$ cat config.mk
export PLATFORM = sky130hd
export DESIGN_NAME = i2c_master_write_engine_top
export DESIGN_NICKNAME = d
export VERILOG_FILES = /design/src/design/i2cmw_pkg.sv /design/src/design/i2cmw_step.sv /design/src/design/i2c_master_write_engine_top.sv
export SDC_FILE = /design/constraint.sdc
export NUM_CORES = 1
export LEC_CHECK = 0
export ABC_AREA = 1
export BUFFER_PORTS_ARGS = -buffer_cell sky130_fd_sc_hd__buf_4
export CAP_MARGIN = 20
export CORE_MARGIN = 3
export CORE_UTILIZATION = 55
export CTS_BUF_LIST = sky130_fd_sc_hd__clkbuf_4 sky130_fd_sc_hd__clkbuf_8
export DETAILED_ROUTE_END_ITERATION = 12
export PLACE_DENSITY = 0.75
export REMOVE_ABC_BUFFERS = 1
export SETUP_SLACK_MARGIN = 0.2
export SYNTH_ARGS = -nofsm -noshare
export SYNTH_HDL_FRONTEND = slang
export SYNTH_SLANG_ARGS = --single-unit
$ cat constraint.sdc
create_clock -name clk_i -period 4.55 [get_ports clk_i]
set_input_delay 0.6825 -clock clk_i [delete_from_list [all_inputs] [get_ports clk_i]]
set_output_delay 0.6825 -clock clk_i [all_outputs]
set_load 0.005 [all_outputs]
$ cat src/design/i2cmw_pkg.sv
package i2cmw_pkg;

  localparam int unsigned AddrW  = 8;
  localparam int unsigned DelayW = 16;
  localparam int unsigned CfgW   = 16;
  localparam int unsigned BitPosW = 4;
  localparam int unsigned ByteW  = 8;

  localparam logic [AddrW-1:0]  DevAddrRst = 8'd120;
  localparam logic [DelayW-1:0] DelayRst   = 16'd30;
  localparam logic [BitPosW-1:0] BitsPerByte = 4'd8;

  // register indexes
  localparam logic CfgDevAddr = 1'b0;
  localparam logic CfgDelay   = 1'b1;

  // slave tdata layout, from the lowest bit up
  localparam int unsigned InTdataW   = 16;
  localparam int unsigned InSenseBit = 0;
  localparam int unsigned InOfferBit = 1;
  localparam int unsigned InValueLsb = 2;

  // master tdata layout, from the lowest bit up
  localparam int unsigned OutTdataW  = 8;
  localparam int unsigned OutSclBit  = 0;
  localparam int unsigned OutSdaBit  = 1;
  localparam int unsigned OutTakeBit = 2;
  localparam int unsigned OutDoneBit = 3;
  localparam int unsigned OutNackBit = 4;
  localparam int unsigned OutBusyBit = 5;

  typedef enum logic [10:0] {
    PH_IDLE       = 11'b000_0000_0001,
    PH_START_HIGH = 11'b000_0000_0010,
    PH_START_LOW  = 11'b000_0000_0100,
    PH_BIT_SET    = 11'b000_0000_1000,
    PH_BIT_HIGH   = 11'b000_0001_0000,
    PH_ACK_REL    = 11'b000_0010_0000,
    PH_ACK_HIGH   = 11'b000_0100_0000,
    PH_HOLD       = 11'b000_1000_0000,
    PH_STOP_LOW   = 11'b001_0000_0000,
    PH_STOP_RISE  = 11'b010_0000_0000,
    PH_STOP_REL   = 11'b100_0000_0000
  } phase_e;

  typedef struct packed {
    phase_e              phase;
    logic [ByteW-1:0]    shift_byte;
    logic [ByteW-1:0]    held_ctrl;
    logic [BitPosW-1:0]  bit_pos;
    logic [DelayW-1:0]   wait_cnt;
    logic                stop_pending;
    logic                nack_latched;
    logic                addr_in_flight;
    logic                scl;
    logic                sda;
  } eng_state_t;

  typedef struct packed {
    logic             sda_sense;
    logic             byte_offered;
    logic [ByteW-1:0] byte_value;
    logic             byte_starts;
    logic             byte_ends;
  } in_word_t;

  typedef struct packed {
    logic scl_drive;
    logic sda_drive;
    logic byte_taken;
    logic transfer_done;
    logic transfer_nack;
    logic engine_busy;
  } out_word_t;

  localparam eng_state_t StateRst = '{
    phase:          PH_IDLE,
    shift_byte:     '0,
    held_ctrl:      '0,
    bit_pos:        '0,
    wait_cnt:       '0,
    stop_pending:   1'b0,
    nack_latched:   1'b0,
    addr_in_flight: 1'b0,
    scl:            1'b1,
    sda:            1'b1
  };

endpackage

$ cat src/design/i2cmw_step.sv
module i2cmw_step import i2cmw_pkg::*; (
  input  eng_state_t        state_i,
  input  in_word_t          word_i,
  input  logic [AddrW-1:0]  dev_addr_i,
  input  logic [DelayW-1:0] delay_i,
  output eng_state_t        state_o,
  output out_word_t         res_o
);

  eng_state_t           nx;
  logic                 taken;
  logic                 done;
  logic                 nack;
  logic [BitPosW-1:0]   pos_inc;

  assign pos_inc = state_i.bit_pos + 1'b1;

  always_comb begin
    nx    = state_i;
    taken = 1'b0;
    done  = 1'b0;
    nack  = 1'b0;
    if (state_i.wait_cnt != '0) begin
      nx.wait_cnt = state_i.wait_cnt - 1'b1;
    end else begin
      unique case (state_i.phase)
        PH_IDLE: begin
          if (word_i.byte_offered && word_i.byte_starts) begin
            taken             = 1'b1;
            nx.held_ctrl      = word_i.byte_value;
            nx.shift_byte     = dev_addr_i;
            nx.stop_pending   = word_i.byte_ends;
            nx.nack_latched   = 1'b0;
            nx.addr_in_flight = 1'b1;
            nx.bit_pos        = '0;
            nx.scl            = 1'b1;
            nx.sda            = 1'b1;
            nx.phase          = PH_START_HIGH;
            nx.wait_cnt       = delay_i;
          end
        end
        PH_START_HIGH: begin
          nx.sda      = 1'b0;
          nx.phase    = PH_START_LOW;
          nx.wait_cnt = delay_i;
        end
        PH_START_LOW: begin
          nx.scl        = 1'b0;
          nx.sda        = state_i.shift_byte[ByteW-1];
          nx.shift_byte = {state_i.shift_byte[ByteW-2:0], 1'b0};
          nx.phase      = PH_BIT_SET;
          nx.wait_cnt   = delay_i;
        end
        PH_BIT_SET: begin
          nx.scl      = 1'b1;
          nx.phase    = PH_BIT_HIGH;
          nx.wait_cnt = delay_i;
        end
        PH_BIT_HIGH: begin
          nx.bit_pos  = pos_inc;
          nx.scl      = 1'b0;
          nx.wait_cnt = delay_i;
          if (pos_inc >= BitsPerByte) begin
            nx.sda   = 1'b1;
            nx.phase = PH_ACK_REL;
          end else begin
            nx.sda        = state_i.shift_byte[ByteW-1];
            nx.shift_byte = {state_i.shift_byte[ByteW-2:0], 1'b0};
            nx.phase      = PH_BIT_SET;
          end
        end
        PH_ACK_REL: begin
          nx.scl      = 1'b1;
          nx.phase    = PH_ACK_HIGH;
          nx.wait_cnt = delay_i;
        end
        PH_ACK_HIGH: begin
          if (word_i.sda_sense || (!state_i.addr_in_flight && state_i.stop_pending)) begin
            // nack aborts, or acked final byte: go to stop
            if (word_i.sda_sense) begin
              nx.nack_latched = 1'b1;
            end
            nx.addr_in_flight = 1'b0;
            nx.scl            = 1'b0;
            nx.sda            = 1'b0;
            nx.phase          = PH_STOP_LOW;
            nx.wait_cnt       = delay_i;
          end else if (state_i.addr_in_flight) begin
            nx.addr_in_flight = 1'b0;
            nx.bit_pos        = '0;
            nx.scl            = 1'b0;
            nx.sda            = state_i.held_ctrl[ByteW-1];
            nx.shift_byte     = {state_i.held_ctrl[ByteW-2:0], 1'b0};
            nx.phase          = PH_BIT_SET;
            nx.wait_cnt       = delay_i;
          end else begin
            nx.scl   = 1'b0;
            nx.sda   = 1'b1;
            nx.phase = PH_HOLD;
          end
        end
        PH_HOLD: begin
          if (word_i.byte_offered) begin
            taken           = 1'b1;
            nx.stop_pending = word_i.byte_ends;
            nx.bit_pos      = '0;
            nx.wait_cnt     = delay_i;
            if (word_i.byte_starts) begin
              // repeated start
              nx.held_ctrl      = word_i.byte_value;
              nx.shift_byte     = dev_addr_i;
              nx.nack_latched   = 1'b0;
              nx.addr_in_flight = 1'b1;
              nx.scl            = 1'b1;
              nx.sda            = 1'b1;
              nx.phase          = PH_START_HIGH;
            end else begin
              nx.scl        = 1'b0;
              nx.sda        = word_i.byte_value[ByteW-1];
              nx.shift_byte = {word_i.byte_value[ByteW-2:0], 1'b0};
              nx.phase      = PH_BIT_SET;
            end
          end
        end
        PH_STOP_LOW: begin
          nx.scl      = 1'b1;
          nx.phase    = PH_STOP_RISE;
          nx.wait_cnt = delay_i;
        end
        PH_STOP_RISE: begin
          nx.sda      = 1'b1;
          nx.phase    = PH_STOP_REL;
          nx.wait_cnt = delay_i;
        end
        PH_STOP_REL: begin
          nack            = state_i.nack_latched;
          done            = !state_i.nack_latched;
          nx.stop_pending = 1'b0;
          nx.phase        = PH_IDLE;
        end
        default: begin
          nx.scl            = 1'b1;
          nx.sda            = 1'b1;
          nx.stop_pending   = 1'b0;
          nx.addr_in_flight = 1'b0;
          nx.phase          = PH_IDLE;
        end
      endcase
    end
  end

  assign state_o = nx;

  assign res_o = '{
    scl_drive:     nx.scl,
    sda_drive:     nx.sda,
    byte_taken:    taken,
    transfer_done: done,
    transfer_nack: nack,
    engine_busy:   (nx.phase != PH_IDLE)
  };

endmodule

$ cat src/design/i2c_master_write_engine_top.sv
// an accepted input word is held in the input register; its result word is then registered in
//   the result register and shows on the master side
// throughput: one word per cycle; the input stage advances when the result stage is empty
//   or draining, so a stalled result stops intake once the input stage is full
// reset (rst_ni low, asynchronous): both stages empty, engine idle with scl and sda
//   released, device_address 120, delay_ticks 30
module i2c_master_write_engine_top import i2cmw_pkg::*; (
  input  logic                 clk_i,
  input  logic                 rst_ni,
  input  logic                 s_axis_tvalid,
  output logic                 s_axis_tready,
  // sda_sense, byte_offered, byte_value[7:0], zero pad
  input  logic [InTdataW-1:0]  s_axis_tdata,
  // byte_starts
  input  logic                 s_axis_tuser,
  // byte_ends
  input  logic                 s_axis_tlast,
  output logic                 m_axis_tvalid,
  input  logic                 m_axis_tready,
  // scl_drive, sda_drive, byte_taken, transfer_done, transfer_nack, engine_busy, zero pad
  output logic [OutTdataW-1:0] m_axis_tdata,
  input  logic                 cfg_we_i,
  input  logic                 cfg_index_i,
  input  logic [CfgW-1:0]      cfg_data_i
);

  logic              in_vld_q;
  in_word_t          in_q;
  logic              out_vld_q;
  out_word_t         out_q;
  out_word_t         res;
  eng_state_t        st_q;
  eng_state_t        st_d;
  logic [AddrW-1:0]  dev_addr_q;
  logic [DelayW-1:0] delay_q;
  logic              advance;
  logic              in_fire;

  assign advance       = in_vld_q && (!out_vld_q || m_axis_tready);
  assign s_axis_tready = !in_vld_q || advance;
  assign in_fire       = s_axis_tvalid && s_axis_tready;

  always_ff @(posedge clk_i or negedge rst_ni) begin
    if (!rst_ni) begin
      dev_addr_q <= DevAddrRst;
      delay_q    <= DelayRst;
    end else if (cfg_we_i) begin
      unique case (cfg_index_i)
        CfgDevAddr: dev_addr_q <= cfg_data_i[AddrW-1:0];
        CfgDelay:   delay_q    <= cfg_data_i[DelayW-1:0];
        default:    ;
      endcase
    end
  end

  always_ff @(posedge clk_i or negedge rst_ni) begin
    if (!rst_ni) begin
      in_vld_q <= 1'b0;
    end else if (s_axis_tready) begin
      in_vld_q <= s_axis_tvalid;
    end
  end

  always_ff @(posedge clk_i) begin
    if (in_fire) begin
      in_q <= '{
        sda_sense:    s_axis_tdata[InSenseBit],
        byte_offered: s_axis_tdata[InOfferBit],
        byte_value:   s_axis_tdata[InValueLsb +: ByteW],
        byte_starts:  s_axis_tuser,
        byte_ends:    s_axis_tlast
      };
    end
  end

  i2cmw_step u_step (
    .state_i    (st_q),
    .word_i     (in_q),
    .dev_addr_i (dev_addr_q),
    .delay_i    (delay_q),
    .state_o    (st_d),
    .res_o      (res)
  );

  always_ff @(posedge clk_i or negedge rst_ni) begin
    if (!rst_ni) begin
      st_q <= StateRst;
    end else if (advance) begin
      st_q <= st_d;
    end
  end

  always_ff @(posedge clk_i or negedge rst_ni) begin
    if (!rst_ni) begin
      out_vld_q <= 1'b0;
    end else if (advance) begin
      out_vld_q <= 1'b1;
    end else if (m_axis_tready) begin
      out_vld_q <= 1'b0;
    end
  end

  always_ff @(posedge clk_i) begin
    if (advance) begin
      out_q <= res;
    end
  end

  assign m_axis_tvalid = out_vld_q;
  assign m_axis_tdata  = {
    {(OutTdataW - 6){1'b0}},
    out_q.engine_busy,
    out_q.transfer_nack,
    out_q.transfer_done,
    out_q.byte_taken,
    out_q.sda_drive,
    out_q.scl_drive
  };

endmodule

[After elaboration in Yosys (flattened, before gate mapping)]
Index checks and enable logic that the tools add are counted.
Storage, ports and cells
  flip-flop bits (word level): 96
  input bits: 40
  output and inout port bits: 10
  word-level logic and storage cells: 128
Cells by class
  add/subtract/negate cells: 2
  order comparisons: 1
  eq/ne operators: 23
  multiplexer cells: 38
  bitwise operators: 5
  reduce and logical (&&, ||, !) cells: 34
Operators by type and width (count)
  11-bit one-hot mux with 10 select lines: 1
  52-bit 2-to-1 mux: 2
  16-bit one-hot mux with 4 select lines: 1
  8-bit 2-to-1 mux: 5
  8-bit one-hot mux with 5 select lines: 1
  16-bit 2-to-1 mux: 2
  31-bit 2-to-1 mux: 1
  20-bit 2-to-1 mux: 1
  4-bit one-hot mux with 4 select lines: 1
  8-bit one-hot mux with 2 select lines: 1
  8-bit AND reduction: 2
  16-bit nonzero test: 1
  8-bit OR reduction: 2
  16-bit by 1-bit subtractor with 16-bit output (second input constant): 1
  12-bit 2-to-1 mux: 1
  2-bit != test (second input constant): 6
  6-bit AND reduction: 2
  11-bit by 1-bit == test with 1-bit output (second input constant): 1
  11-bit by 10-bit == test with 1-bit output (second input constant): 1
  11-bit == test (second input constant): 1
  11-bit by 2-bit == test with 1-bit output (second input constant): 1
  11-bit by 3-bit == test with 1-bit output (second input constant): 1
  11-bit by 4-bit == test with 1-bit output (second input constant): 1
  11-bit by 5-bit == test with 1-bit output (second input constant): 1
  other kinds (36): 65

[Depth between registers and ports, before layout]
Gate-level depths: netlist of run 1.
  depth in word-level cells: 7
  mapped depth: 16
  gate-level depth less buffers: 14

[By module]
From an unflattened synthesis of run 1, not the netlist that was laid out.
Unflattened totals
  cells, all modules: 844
  area total of the unflattened synthesis: 6253.5 µm²
Modules (own cells, without submodules)
  i2c_master_write_engine_top: times used 1, cells each 352, area an instance 3694.8 µm², seq. area each 2506.2 µm²
  i2cmw_step: times used 1, cells each 492, area an instance 2558.7 µm², seq. area each 0.0 µm²

[Worst setup path before layout of run 1]
OpenSTA, ideal clock, no wires.
  path type: register to register
  start point: reg st_q[5] in the netlist's numbering
  end point: reg st_q[34] in the netlist's numbering
  library setup time: 117 ps
  data arrival time: 1868 ps
  data required time: 4433 ps
  path slack: 2565 ps
  cell stages (with the launch flop): 14
  path buffers: 0
  clock period less this slack: 1985 ps
  cell sequence: dfrtp_1 inv_1 ha_1 nand3_2 nor2_4 nand2_4 clkinv_4 nand2_2 nor2_4 nand2_2 nor3_4 inv_4 nor2_1 nor2_1
On the way
  word-level cells in the longest chain between the ends: 3
RTL lines
  from (decl): line i2c_master_write_engine_top.sv:32  | eng_state_t st_q;
  from (signal assigned): line i2c_master_write_engine_top.sv:87  | st_q <= StateRst;
  from (signal assigned): line i2c_master_write_engine_top.sv:89  | st_q <= st_d;
  16-bit nonzero test: line i2cmw_step.sv:23  | if (state_i.wait_cnt != '0) begin
  1-bit NOT (no line)
  8-bit AND reduction (no line)
Every way passes these cells.
A chain may end at the register's enable or synchronous reset.

[Worst setup path after layout of run 1]
  start point: reg st_q[5] in the netlist's numbering
  end point: reg st_q[36] in the netlist's numbering
The elaborated chain is that of the path after synthesis.

==> results.md, run 1 <==
* Outcome: completed
* Total global routing track utilization at 23.03%
* Peak VDD IR at 0.0002732 V
* I/O pin cnt at 50
* CP required at 4.80 ns
* Crit-path max FO at 25
* Max clock buf depth at 2
* Final setup viols at 0
* Number of flops mapped to enable cells by yosys at 18
* Hold_buf cts at 0
* R2R depth at 13
* Clk sink count at 96
* Post-cts gate resize count at 0
* Via-per-instance ratio at 5.184
* Dpl ws at 1.662 ns
* Synth area leaders: dfrtp_1 31%, nand2_1 17%, edfxtp_1 10%
* N_diodes at 0
* Met2 Use GR at 36.39%
* Post-Route WL at 12.10 mm
* Yosys top cell area share at 31.06%
* Fin worst setup slack at 2.032 ns
* Final Slew Violations at 0
* Largest net degree at the start of global routing at 79
* Post-route minimum period at 2.518 ns
* Synth unique cells at 44
* Setup TNS at 0 ns
* Yosys reg bits at 96
* GR peak layer: met2
* Clk_skew at 0.01700 ns
* 1st-iter DRT viols at 230
* Vias at 4,655
* GP Congestion at 0.9206
* Worst-Margin Slew at 0.9764 ns
* H-tree depth at 3
* Max-slew headroom at the worst pin at 34.91%
* P&R area growth vs syn at 10.22%
* Mapped cell area at 5398 sq um
* Die Span Y at 105.1 microns
* Placed Area at 5771 sq um
* DRC Markers at 0
* Port Buffers at 41
* GR Util met3 at 4.324%
* Period utilisation layout at 55.34%
* Post-detail-place hpwl at 8.803 mm
* Pre-antenna DRT Iters at 5
* Wire per inst at 13.47 microns
* Clock Root Buffer: clkbuf_8
* Max-cap violations at 0
* Area of the core at 9371 sq um
* Starting density of the core at 57.60%
* Final Util at 63.48%
* Clock-pin slew on the worst setup and hold paths at 0.10 ns
* Clk_lat worst skew at 0.37 ns
* Post-synthesis async set-or-reset flop share at 81.25%
* Sequential fraction of the synthesis area at 46.43%
* Nets at 806
* Antenna violations before repair at 0
* Fraction of layout cells with a size suffix above 1 at 14.43%
* Antenna viol nets, final at 0
* Leak Pwr at 3.074 nW
* First-pass GRT wire length at 20.83 mm
* Die X at 105.1 microns
* Worst EP arrival at 2.77 ns
* Startpoint types: flop
* CTS tree: built
* Post-Layout Inst Area at 5949 sq um
* Max Clk Rate at 397.1 MHz
* CP Capture Type: flop
* Met1 Resource Use GR at 32.78%
* Row cnt at 35
* Vias in the first global route at 4,528
* Critical Setup Path Class: flop to flop
* CTS Buf Count at 9
* Post-CTS Setup Bufs at 0
* Syn_area_per_cell at 7.414 sq um
* Power, Total at 3.551 mW
* Total gr overflow at 0
* Min-delay worst type: input pin to asynchronous set/reset pin
* Syn Inst Count at 728
* Final Hold Fails at 0
* Post-synth top area cell: dfrtp_1
* Unrepaired setup endpoints after global routing: false
* Die Area at 11,040 sq um
* Power per Cell Area at 596.8 nW/um^2
* Ys Warns at 0
* Top_reg_cell synth: dfrtp_1
[where the power goes]
group / switching (mW) / internal, mW
Combinational: 1.16 / 0.556
Clock: 0.320 / 0.205
Sequential: 0.182 / 1.13
Total: 1.66 / 1.89
[cell usage in the layout (no fill, tap or decap), types with 2 or more instances in the layout]
cell and instances:
o21ai_1 4, inv_2 8, o31ai_1 2, or2_2 2, nand4_1 10, nor3_4 2
clkinv_4 2, inv_1 72, clkinv_2 2, nor2_4 5, nand3_1 39, nand2_1 245
dfstp_2 11, nand2_4 6, nand2_2 7, xor2_1 9, nor2_1 98, nor2_2 5
dfrtp_1 67, nand3_2 2, clkinvlp_4 2, ha_1 2, buf_4 41, edfxtp_1 18
nor3_1 5, nand3b_1 2, clkbuf_8 9, conb_1 2, o21ai_0 51, a21oi_1 23
inv_4 3
[cell families (layout without fill, tap and decap cells)]
kind of cell | after synthesis | after routing | share of synthesized area, %
buf+inv | 101 | 141 | 7.905
xor+xnor | 9 | 9 | 1.460
flops | 96 | 96 | 46.43
compound gates | 88 | 88 | 8.786
simple gates | 431 | 431 | 34.89
fa+ha+maj | 2 | 2 | 0.4635
other cells | 1 | 2 | 0.06947
[path summary, 6_finish.rpt]
kind                            startpoint       end  slack [ns]
worst max-delay path               st_q[5]  st_q[36]        2.03
worst min-delay path                rst_ni  st_q[46]        0.47
worst max register to register     st_q[5]  st_q[36]        2.03
worst min register to register     st_q[1]   st_q[1]        0.48
max in group asynchronous           rst_ni  st_q[38]        3.45
min in group clk_i                 st_q[1]   st_q[1]        0.48
[through the flow]
stage          instances  hold slack (ns)
6_report             898           0.4655
4_1_cts              898           0.4761
5_1_grt              898           0.4652
3_5_place_dp         882           0.4657
2_1_floorplan        712           0.3869
3_3_place_gp         882           0.4585
[critical path: stages (launching register included)]
cell	delay (ns)
dfrtp_1	0.40
inv_1	0.08
ha_1	0.21
nand3_2	0.15
nor2_4	0.18
nand2_4	0.19
clkinv_4	0.15
nand2_2	0.10
nor2_4	0.17
nand2_2	0.12
nor3_4	0.37
inv_4	0.10
nor2_1	0.12
nor2_1	0.05
[flip-flops by register name (all words and copies together) (netlist names)]
| register | count |
|---|---|
| st_q | 52 |
| delay_q | 16 |
| dev_addr_q | 8 |
| in_vld_q | 1 |
| m_axis_tvalid | 1 |
| in_q | 12 |
| m_axis_tdata | 6 |
[cell usage after synthesis (6+ instances only)]
cell,number
inv_2,8
edfxtp_1,18
nand2_1,245
nand4_1,10
dfrtp_1,67
inv_1,72
xor2_1,9
nand3_1,39
nand2_2,7
o21ai_0,51
nand2_4,6
dfstp_2,11
nor2_1,98
a21oi_1,23
clkbuf_1,7
[cell type report]
| type | instances | area (sq um) |
|---|---|---|
| multi-input combinational | 532 | 2469 |
| inverter | 84 | 326.6 |
| clock buffer | 9 | 123.9 |
| timing repair buffer | 41 | 307.8 |
| clock inverter | 7 | 55.05 |
| sequential | 96 | 2506 |
| fill | 838 | 3422 |
| tap | 129 | 161.4 |
[metal layers]
layer	share of wire [%]	vias up	wire length (microns)
li1	-	2365	-
met1	49	2130	5907
met2	45	143	5398
met3	5.2	17	624
met4	1.4	0	168
met5	0	-	0
(Power assumes the default switching activity.)
==> inputs of run 2 (changes only) <==
clock period = 2.6 ns   (was 4.55 ns; I/O delays follow)
==> results.md, run 2 (synthesis results as in run 1) <==
* Max reg flops at 52 (unchanged)
* Area of the core at 9371 sq um (unchanged)
* First-pass GRT wire length at 21.80 mm (was 20.83 mm)
* Commonest non-fill, non-tap cells in the layout: 245 x nand2_1, 98 x nor2_1, 71 x inv_1 (was 245 x nand2_1, 98 x nor2_1, 72 x inv_1)
* Wire per inst at 13.92 microns (was 13.47 microns)
* Final setup viols at 0 (unchanged)
* Leak Pwr at 3.156 nW (was 3.074 nW)
* Max-cap violations at 0 (unchanged)
* Period utilisation layout at 85.78% (was 55.34%)
* Clk_lat worst skew at 0.37 ns (about the same)
* Antenna violations before repair at 0 (unchanged)
* Max clock buf depth at 2 (unchanged)
* FF+latch area at 2506 sq um (unchanged)
* Via-per-instance ratio at 5.223 (was 5.184)
* Worst EP arrival at 2.34 ns (was 2.77 ns)
* Die Span Y at 105.1 microns (unchanged)
* CTS Buf Count at 9 (unchanged)
* Max Clk Rate at 448.4 MHz (was 397.1 MHz)
* Peak VDD IR at 0.0004897 V (was 0.0002732 V)
* Reg with most FFs: st_q (unchanged)
* Crit-path max FO at 7 (was 25)
* N_diodes at 0 (unchanged)
* Total gr overflow at 0 (unchanged)
* Pre-antenna DRT Iters at 5 (unchanged)
* H-tree depth at 3 (unchanged)
* Fraction of layout cells with a size suffix above 1 at 16.41% (was 14.43%)
* 1st-iter DRT viols at 315 (was 230)
* CP Capture Type: flop (unchanged)
* Worst-Margin Slew at 0.8529 ns (was 0.9764 ns)
* Most common cell after layout, fill and taps aside: nand2_1 (unchanged)
* Post-detail-place hpwl at 9.322 mm (was 8.803 mm)
* Max-slew headroom at the worst pin at 43.00% (was 34.91%)
* Post-Route WL at 12.74 mm (was 12.10 mm)
* DRC Markers at 0 (unchanged)
* Clock-pin slew on the worst setup and hold paths at 0.10 ns (about the same)
* Vias in the first global route at 4,626 (was 4,528)
* Startpoint types: flop (unchanged)
* Biggest regs: st_q (52), delay_q (16), in_q (12) (unchanged)
* CTS tree: built (unchanged)
* Final Hold Fails at 0 (unchanged)
* I/O pin cnt at 50 (unchanged)
* Clock Root Buffer: clkbuf_8 (unchanged)
* Final Util at 65.43% (was 63.48%)
* Die X at 105.1 microns (unchanged)
* Outcome: completed (unchanged)
* GP Congestion at 0.9242 (was 0.9206)
* Vias at 4,779 (was 4,655)
* Setup TNS at 0 ns (unchanged)
* Power per Cell Area at 1033 nW/um^2 (was 596.8 nW/um^2)
* CP required at 2.71 ns (was 4.80 ns)
* Die Area at 11,040 sq um (unchanged)
* Total global routing track utilization at 24.34% (was 23.03%)
* Post-route minimum period at 2.230 ns (was 2.518 ns)
* Nets at 823 (was 806)
* Antenna viol nets, final at 0 (unchanged)
* Clk_skew at 0.01722 ns (was 0.01700 ns)
* Unrepaired setup endpoints after global routing: false (unchanged)
* Critical Setup Path Class: flop to flop (unchanged)
* Port Buffers at 41 (unchanged)
* Footprint of the multi-input gates at 2489 sq um (was 2469 sq um)
* Largest net degree at the start of global routing at 48 (was 79)
* Final Slew Violations at 0 (unchanged)
* Row cnt at 35 (unchanged)
* Starting density of the core at 57.60% (unchanged)
* Filler Cell Count at 858 (was 838)
* Clk sink count at 96 (unchanged)
* Min-delay worst type: input pin to flop (was input pin to asynchronous set/reset pin)
* P&R area growth vs syn at 13.61% (was 10.22%)
## run 2: changes by cell type in the layout (fill, tap and decap cells not counted), sizes merged
cell,before,now
buf,41,54
clkinvlp,2,5
clkinv,4,5
dlygate4sd3,0,1
inv,85,84
## run 2: layout make-up
type	instances	area share (%)
clock buffer	9	2.020
clock inverter	7	1.041
inverter	84	5.387
multi-input combinational	532	40.58
sequential	96	40.87
tap	129	2.632
timing repair buffer	55	7.182
timing repair inverter	3	0.2857
## run 2: stage by stage
stage	area [sq um]	power [mW]	worst slack (ns)	cells	hold WS (ns)
final	6132	6.337	0.3698	915	0.1966
after global routing	6132	6.935	0.1962	915	0.1719
after CTS	6048	6.281	0.2468	908	0.1795
after detailed placement	5851	5.327	0.2829	891	0.3660
after global placement	5851	5.247	0.3850	891	0.3628
after floorplan	5301	4.558	0.5220	712	0.09441
## run 2: worst paths after layout
path                                 startpoint               to  slack, ns  cells past startpoint
worst max register to register          st_q[5]  m_axis_tdata[5]       0.37                     10
min in group asynchronous                rst_ni         st_q[45]       0.51                      2
max in group asynchronous                rst_ni    dev_addr_q[5]       1.43                      3
worst min-delay path            s_axis_tdata[3]          in_q[3]       0.20                      1
worst max-delay path                    st_q[5]  m_axis_tdata[5]       0.37                     10
worst min register to register          st_q[6]          st_q[6]       0.49                      2
## run 2: where the power goes
part	total (mW)	internal [mW]	switching (mW)
Sequential	2.30	1.97	0.322
Clock	0.928	0.366	0.562
Combinational	3.11	1.03	2.08
Total	6.34	3.37	2.97
## run 2: per-layer routing
metal  global-route usage (%)  wire [microns]
met2                    37.67            5819
met4                    5.998             138
met5                        0               0
met1                    35.48            5971
met3                    4.509             805
## run 2: critical path, cell delays in order (launching register included)
cell and delay [ns]:
dfrtp_1 0.42, inv_1 0.09, ha_2 0.22, nand3_4 0.12, nor2_4 0.14, nand4_1 0.21, nor2_4 0.18, buf_12 0.14
nand4_1 0.15, a21oi_1 0.19, nand4_1 0.11
## run 2: repair_timing
item	CTS	global route
hold buffers	1	0
buffers inserted	0	4
endpoints found under the hold margin	30	0
resized for setup	0	6
endpoints found under the setup margin	0	20
